### config.mk
export PLATFORM = sky130hd
export DESIGN_NAME = g2gpi_ctrl
export DESIGN_NICKNAME = d
export VERILOG_FILES = /design/src/design/go_to_goal_pi_controller_top_assert.svh /design/src/design/g2gpi_pkg.sv /design/src/design/g2gpi_ctrl.sv
export SDC_FILE = /design/constraint.sdc
export NUM_CORES = 1
export LEC_CHECK = 0
export BUFFER_PORTS_ARGS = -buffer_cell sky130_fd_sc_hd__buf_4
export CAP_MARGIN = 5
export CORE_MARGIN = 2
export CORE_UTILIZATION = 55
export DETAILED_ROUTE_END_ITERATION = 7
export GPL_ROUTABILITY_DRIVEN = 0
export HOLD_SLACK_MARGIN = 0.05
export PLACE_DENSITY = 0.81
export SLEW_MARGIN = 15
export SYNTH_ARGS = -nofsm -noshare
export SYNTH_HDL_FRONTEND = slang
export SYNTH_SLANG_ARGS = --single-unit
export TNS_END_PERCENT = 5
### constraint.sdc
create_clock -name i_clk -period 3.45 [get_ports i_clk]
set_input_delay 0.8625 -clock i_clk [delete_from_list [all_inputs] [get_ports i_clk]]
set_output_delay 0.8625 -clock i_clk [all_outputs]
set_load 0.02 [all_outputs]
### src/design/go_to_goal_pi_controller_top_assert.svh
// assertion macros for the go-to-goal controller
`ifndef GO_TO_GOAL_PI_CONTROLLER_TOP_ASSERT_SVH
`define GO_TO_GOAL_PI_CONTROLLER_TOP_ASSERT_SVH
`ifndef NO_ASSERTIONS
`define G2G_ASSERT(lbl, prop) \
    lbl: assert property (@(posedge i_clk) disable iff (!i_rst_n) prop) \
        else $error("g2gpi assertion failed");
`define G2G_ASSERT_NR(lbl, prop) \
    lbl: assert property (@(posedge i_clk) prop) \
        else $error("g2gpi assertion failed");
`else
`define G2G_ASSERT(lbl, prop)
`define G2G_ASSERT_NR(lbl, prop)
`endif
`endif

### src/design/g2gpi_pkg.sv
package g2gpi_pkg;

    localparam int CORDIC_STEPS_DEF = 16;

    localparam int CW  = 45;
    localparam int ZW  = 20;
    localparam int MAW = 34;
    localparam int MBW = 25;
    localparam int MPW = MAW + MBW;
    localparam int LW  = 60;

    localparam logic signed [ZW-1:0] HALF_PI   = 20'sd102944;
    localparam logic signed [17:0]   ONE_Q     = 18'sd65536;
    localparam logic [16:0]          HALF_M    = 17'd32768;
    localparam logic [47:0]          INTEG_MAX = 48'h7FFF_FFFF_FFFF;

    localparam logic signed [31:0] GOAL_RST    = 32'sd0;
    localparam logic signed [23:0] KP_DIST_RST = 24'sd131072;
    localparam logic signed [23:0] KI_DIST_RST = 24'sd0;
    localparam logic signed [23:0] KP_HEAD_RST = 24'sd32768;
    localparam logic [30:0]        STOP_RST    = 31'd6554;

    typedef enum logic [2:0] {
        REG_GOAL_X,
        REG_GOAL_Y,
        REG_KP_DIST,
        REG_KI_DIST,
        REG_KP_HEAD,
        REG_STOP
    } t_reg_idx;

    typedef struct packed {
        logic signed [31:0] goal_x;
        logic signed [31:0] goal_y;
        logic signed [23:0] kp_dist;
        logic signed [23:0] ki_dist;
        logic signed [23:0] kp_head;
        logic [30:0]        stop_thr;
    } t_cfg;

    typedef enum logic [3:0] {
        MS_NONE,
        MS_QXY,
        MS_QWZ,
        MS_QWW,
        MS_QXX,
        MS_QYY,
        MS_QZZ,
        MS_DXX,
        MS_DYY,
        MS_DIST_DT,
        MS_KP_DIST,
        MS_KI_IH,
        MS_KI_IL,
        MS_KP_EA
    } t_mul_sel;

    typedef enum logic [3:0] {
        ST_IDLE,
        ST_QMUL,
        ST_SQMUL,
        ST_CRD_LOAD,
        ST_CRD_NORM,
        ST_CRD_QUAD,
        ST_CRD_ITER,
        ST_CRD_SAVE,
        ST_SQ_LOAD,
        ST_SQ_ITER,
        ST_OUT_MUL,
        ST_TAIL,
        ST_OUT
    } t_state;

    typedef struct packed {
        logic       load;
        t_mul_sel   mul;
        logic       crd_load;
        logic       crd_bearing;
        logic       crd_norm;
        logic       crd_quad;
        logic       crd_iter;
        logic       crd_save;
        logic       sq_load;
        logic       sq_iter;
        logic [4:0] step;
        logic       out_load;
    } t_cmd;

    typedef struct packed {
        logic crd_norm_done;
        logic out_free;
    } t_status;

    function automatic logic signed [ZW-1:0] atan_q16(input logic [4:0] idx);
        logic signed [ZW-1:0] v;
        case (idx)
            5'd0:    v = 20'sd51472;
            5'd1:    v = 20'sd30386;
            5'd2:    v = 20'sd16055;
            5'd3:    v = 20'sd8150;
            5'd4:    v = 20'sd4091;
            5'd5:    v = 20'sd2047;
            5'd6:    v = 20'sd1024;
            5'd7:    v = 20'sd512;
            5'd8:    v = 20'sd256;
            5'd9:    v = 20'sd128;
            5'd10:   v = 20'sd64;
            5'd11:   v = 20'sd32;
            5'd12:   v = 20'sd16;
            5'd13:   v = 20'sd8;
            5'd14:   v = 20'sd4;
            5'd15:   v = 20'sd2;
            5'd16:   v = 20'sd1;
            default: v = 20'sd0;
        endcase
        return v;
    endfunction

endpackage

### src/design/g2gpi_ctrl.sv
module g2gpi_ctrl #(
    parameter int CORDIC_STEPS = g2gpi_pkg::CORDIC_STEPS_DEF
) (
    input  logic                i_clk,
    input  logic                i_rst_n,
    input  logic                i_in_valid,
    output logic                o_in_ready,
    output g2gpi_pkg::t_cmd     o_cmd,
    input  g2gpi_pkg::t_status  i_status
);

    localparam int CNTW = ($clog2(CORDIC_STEPS) > 4) ? $clog2(CORDIC_STEPS) : 4;
    localparam logic [CNTW-1:0] CRD_LAST  = CNTW'(CORDIC_STEPS - 1);
    localparam logic [CNTW-1:0] SQ_LAST   = CNTW'(15);
    localparam logic [CNTW-1:0] QMUL_LAST = CNTW'(5);
    localparam logic [CNTW-1:0] SQM_LAST  = CNTW'(1);
    localparam logic [CNTW-1:0] OMUL_LAST = CNTW'(4);

    g2gpi_pkg::t_state r_state, n_state;
    logic [CNTW-1:0]   r_cnt, n_cnt;
    logic              r_pass, n_pass;

    always_ff @(posedge i_clk) begin
        if (!i_rst_n) begin
            r_state <= g2gpi_pkg::ST_IDLE;
            r_cnt   <= '0;
            r_pass  <= 1'b0;
        end else begin
            r_state <= n_state;
            r_cnt   <= n_cnt;
            r_pass  <= n_pass;
        end
    end

    always_comb begin
        n_state           = r_state;
        n_cnt             = r_cnt;
        n_pass            = r_pass;
        o_cmd             = '0;
        o_cmd.mul         = g2gpi_pkg::MS_NONE;
        o_cmd.step        = 5'(r_cnt);
        o_cmd.crd_bearing = r_pass;
        unique case (r_state)
            g2gpi_pkg::ST_IDLE: begin
                if (i_in_valid) begin
                    o_cmd.load = 1'b1;
                    n_cnt      = '0;
                    n_state    = g2gpi_pkg::ST_QMUL;
                end
            end
            g2gpi_pkg::ST_QMUL: begin
                case (r_cnt)
                    CNTW'(0): o_cmd.mul = g2gpi_pkg::MS_QXY;
                    CNTW'(1): o_cmd.mul = g2gpi_pkg::MS_QWZ;
                    CNTW'(2): o_cmd.mul = g2gpi_pkg::MS_QWW;
                    CNTW'(3): o_cmd.mul = g2gpi_pkg::MS_QXX;
                    CNTW'(4): o_cmd.mul = g2gpi_pkg::MS_QYY;
                    default:  o_cmd.mul = g2gpi_pkg::MS_QZZ;
                endcase
                if (r_cnt == QMUL_LAST) begin
                    n_cnt   = '0;
                    n_state = g2gpi_pkg::ST_SQMUL;
                end else begin
                    n_cnt = r_cnt + 1'b1;
                end
            end
            g2gpi_pkg::ST_SQMUL: begin
                o_cmd.mul = (r_cnt == SQM_LAST) ? g2gpi_pkg::MS_DYY : g2gpi_pkg::MS_DXX;
                if (r_cnt == SQM_LAST) begin
                    n_cnt   = '0;
                    n_pass  = 1'b0;
                    n_state = g2gpi_pkg::ST_CRD_LOAD;
                end else begin
                    n_cnt = r_cnt + 1'b1;
                end
            end
            g2gpi_pkg::ST_CRD_LOAD: begin
                o_cmd.crd_load = 1'b1;
                n_state        = g2gpi_pkg::ST_CRD_NORM;
            end
            g2gpi_pkg::ST_CRD_NORM: begin
                o_cmd.crd_norm = 1'b1;
                if (i_status.crd_norm_done) begin
                    n_state = g2gpi_pkg::ST_CRD_QUAD;
                end
            end
            g2gpi_pkg::ST_CRD_QUAD: begin
                o_cmd.crd_quad = 1'b1;
                n_cnt          = '0;
                n_state        = g2gpi_pkg::ST_CRD_ITER;
            end
            g2gpi_pkg::ST_CRD_ITER: begin
                o_cmd.crd_iter = 1'b1;
                if (r_cnt == CRD_LAST) begin
                    n_cnt   = '0;
                    n_state = g2gpi_pkg::ST_CRD_SAVE;
                end else begin
                    n_cnt = r_cnt + 1'b1;
                end
            end
            g2gpi_pkg::ST_CRD_SAVE: begin
                o_cmd.crd_save = 1'b1;
                if (r_pass) begin
                    n_state = g2gpi_pkg::ST_SQ_LOAD;
                end else begin
                    n_pass  = 1'b1;
                    n_state = g2gpi_pkg::ST_CRD_LOAD;
                end
            end
            g2gpi_pkg::ST_SQ_LOAD: begin
                o_cmd.sq_load = 1'b1;
                n_cnt         = '0;
                n_state       = g2gpi_pkg::ST_SQ_ITER;
            end
            g2gpi_pkg::ST_SQ_ITER: begin
                o_cmd.sq_iter = 1'b1;
                if (r_cnt == SQ_LAST) begin
                    n_cnt   = '0;
                    n_state = g2gpi_pkg::ST_OUT_MUL;
                end else begin
                    n_cnt = r_cnt + 1'b1;
                end
            end
            g2gpi_pkg::ST_OUT_MUL: begin
                case (r_cnt)
                    CNTW'(0): o_cmd.mul = g2gpi_pkg::MS_DIST_DT;
                    CNTW'(1): o_cmd.mul = g2gpi_pkg::MS_KP_DIST;
                    CNTW'(2): o_cmd.mul = g2gpi_pkg::MS_KI_IH;
                    CNTW'(3): o_cmd.mul = g2gpi_pkg::MS_KI_IL;
                    default:  o_cmd.mul = g2gpi_pkg::MS_KP_EA;
                endcase
                if (r_cnt == OMUL_LAST) begin
                    n_cnt   = '0;
                    n_state = g2gpi_pkg::ST_TAIL;
                end else begin
                    n_cnt = r_cnt + 1'b1;
                end
            end
            g2gpi_pkg::ST_TAIL: begin
                n_state = g2gpi_pkg::ST_OUT;
            end
            g2gpi_pkg::ST_OUT: begin
                if (i_status.out_free) begin
                    o_cmd.out_load = 1'b1;
                    n_state        = g2gpi_pkg::ST_IDLE;
                end
            end
            default: begin
                n_state = g2gpi_pkg::ST_IDLE;
            end
        endcase
    end

    assign o_in_ready = (r_state == g2gpi_pkg::ST_IDLE);

endmodule

==> run_results.csv <==
group,metric,value,unit
status,outcome,"completed",
cells_and_area,multi_input_comb_area,641.9,um2
cells_and_area,register_area,180.2,um2
setup_path,timing_worst_setup_path_type,"reg2out",
sta,report.final.hold_viol_count,0,
floorplan,floorplan.initialDensity,59.93,%
synth,syn_area,913.4,um2
grt,initial_antenna_violation_count,0,
sta,rsz0062_at_grt,"false",
sta,period_minus_slack,2.765,ns
clock_tree,cts_inserted_buffers,3,
synth,register_area_share_after_synthesis,19.73,%
power_and_ir_drop,p_total,804.1,uW
sta,timing.final.crit_share,80.13,%
grt,grt_pass1_vias,812,
synth,synthesis.instances,119,
cells_and_area,layout-drive-gt1-share,25.37,%
clock_tree,clk_pin_slew,0.07,ns
run,max_cap_violations,0,
cells_and_area,fin_area,0.001061,mm2
routing,vias,926,
synth,ys.flop_type,"dfxtp_1",
setup_path,worst-path-max-fanout,7,
grt,grt_overflow_total,0,
clock_tree,clock_tree.root_cell,"clkbuf_4",
power_and_ir_drop,pwr_density_cell,757.8,mW/mm2
routing,route.detailed.wl_per_inst,14.03,um
placed_design,number_of_i_o_port_buffers,23,
setup_path,cp-start-kind,"flip-flop",
power_and_ir_drop,leakage_power_figure,0.0004783,uW
sta,maxClockFrequency,361.7,MHz
sta,final-max-slew-violation-count,0,
synth,synth_enable_flop_cells,0,
clock_tree,insertion_delay,0.27,ns
clock_tree,depth_of_the_cts_h_tree,1,
clock_tree,cts_setup_buffers,0,
floorplan,core,0.001524,mm2
synth,postSynthNetCount,128,
synth,synth.ff_latch_count,9,
routing,firstDrtPassIters,4,
floorplan,floorplan.die_area,0.002003,mm2
clock_tree,cts_buffer_depth,2,
placed_design,placed_area,0.001033,mm2
synth,syn_avg_cell_area,7.675,um2
grt,grt_max_degree,20,
floorplan,floorplan.die.width,44.75,um
sta,setup_viol_count_final,0,
placed_design,dp_hpwl,1623,um
clock_tree,postCtsResizedCells,0,
routing,drt-vias-per-instance,6.173,
cells_and_area,layout.filler_cells,129,
sta,fin_worst_skew,0.003016,ns
cells_and_area,final_net_count,144,
floorplan,die_h,44.75,um
synth,asyncSetResetFlopFracSynth,0,%
synth,synth.yosys.warnings,0,
clock_tree,cts_tree,"yes",
grt,grt_pass1_wl,3567,um
routing,postRouteWirelength,2104,um
routing,postRouteAntennaNets,0,
hold_path,worst_hold_path_type,"reg2reg",
sta,max_slew_margin,57.58,%
cells_and_area,antennaDiodeCount,0,
sta,worstMarginPinSlew,0.6325,ns
floorplan,design.portCount,25,
routing,dr.first_iter.drc_count,25,
floorplan,rows,14,
sta,timing.setup.tns,0,ns
power_and_ir_drop,ir_drop,460.4,uV
setup_path,worst_ep_arrival_time,1.90,ns
setup_path,timing.critical_path.to_type,"output pin",
clock_tree,cts_hold_fix_bufs,0,
setup_path,cp_required,2.59,ns
cells_and_area,synthToLayoutAreaGrowth,16.16,%
synth,netlist-cell-type-count,47,
routing,drc,0,
grt,overall_global_routing_resource_usage,23.88,%
clock_tree,clock-sinks,9,
[synthesized netlist by cell type (all sizes together) (4+ instances only)]
master | n | area share [%]
and2 | 4 | 2.7
buf | 9 | 6.7
dfxtp | 9 | 20
ha | 4 | 5.5
inv | 5 | 2.1
nand2 | 12 | 4.9
nand2b | 4 | 2.7
nand3 | 6 | 3.3
nor2 | 8 | 3.3
o21ai | 10 | 5.5
[cells by family (layout without fill, tap and decap cells)]
logic type / after synthesis / after routing / share of synthesized area [%]
muxes: 2 / 2 / 2.329
AOI/OAI and AO/OA: 33 / 33 / 28.08
adders and majority gates: 4 / 4 / 5.480
and+or+nand+nor: 52 / 52 / 33.01
other: 1 / 1 / 0.4106
xor gates and xnor gates: 1 / 1 / 0.9591
DFF: 9 / 9 / 19.73
buffers and inverters: 17 / 32 / 10.00
[metrics by stage]
stage / util, % / hold slack [ns] / std cells / worst slack (ns)
after detailed placement: 67.82 / 0.5028 / 146 / 0.9645
after floorplan: - / 0.4704 / 119 / 0.9438
after global routing: 69.62 / 0.5431 / 150 / 0.4819
after global placement: 67.82 / 0.4942 / 146 / 1.017
after CTS: 69.62 / 0.5125 / 150 / 0.6632
final: 69.62 / 0.5023 / 150 / 0.6855
[layer usage]
metal	share of wire (%)	GRT usage, %	routed length, um
met1	45	30.71	942
met2	48	37.97	1005
met3	5.3	4.800	111
met4	2.1	11.52	45
met5	0	0	0
[layout by cell type, fill, tap and decap left out, types with 2 or more instances in the layout]
cell type  synthesis  routed
inv_1              5       5
o21bai_1           3       3
nand3_1            6       6
dfxtp_1            9       9
a21oi_1            3       3
nand3b_1           3       3
ha_1               4       4
o211a_1            2       2
and2_1             4       4
o21ai_1            5       5
buf_4              4      23
and4bb_1           2       2
nor3_1             3       3
clkbuf_4           0       3
nand2b_1           4       4
nand2_1           12      12
nor2_1             8       8
or2_2              2       2
o21ai_0            5       5
a21o_1             2       2
[state kept, by name, indices dropped and copies added, names as in the netlist]
register  count
r_cnt         4
r_state       4
r_pass        1
[cell type report]
class,instances,share of cell area (%)
clock buffer,3,2.123
clock inverter,1,0.4717
inverter,5,1.769
multi-input combinational,93,60.50
sequential,9,16.98
tap,16,1.887
timing repair buffer,23,16.27
[critical path, stage by stage, from the launching register on]
cell and delay, ns:
dfxtp_1 0.46, inv_1 0.10, ha_1 0.24, mux2i_1 0.14, nor2_1 0.07, nand3b_1 0.17
a21oi_1 0.19, o21bai_1 0.13, buf_4 0.15
[path summary, 6_finish.rpt]
path              start         end  slack [ns]  cells after the start
max            r_cnt[0]   o_cmd[15]        0.69                      8
min              r_pass      r_pass        0.50                      2
max reg2reg  r_state[3]  r_state[3]        1.50                      5
min reg2reg      r_pass      r_pass        0.50                      2
[power by group]
part	switching [uW]	internal, uW
combinational	287	230
clock	41.8	43.0
sequential	73.9	129
total	403	401
Note: power is estimated with default switching activity, not from simulation.
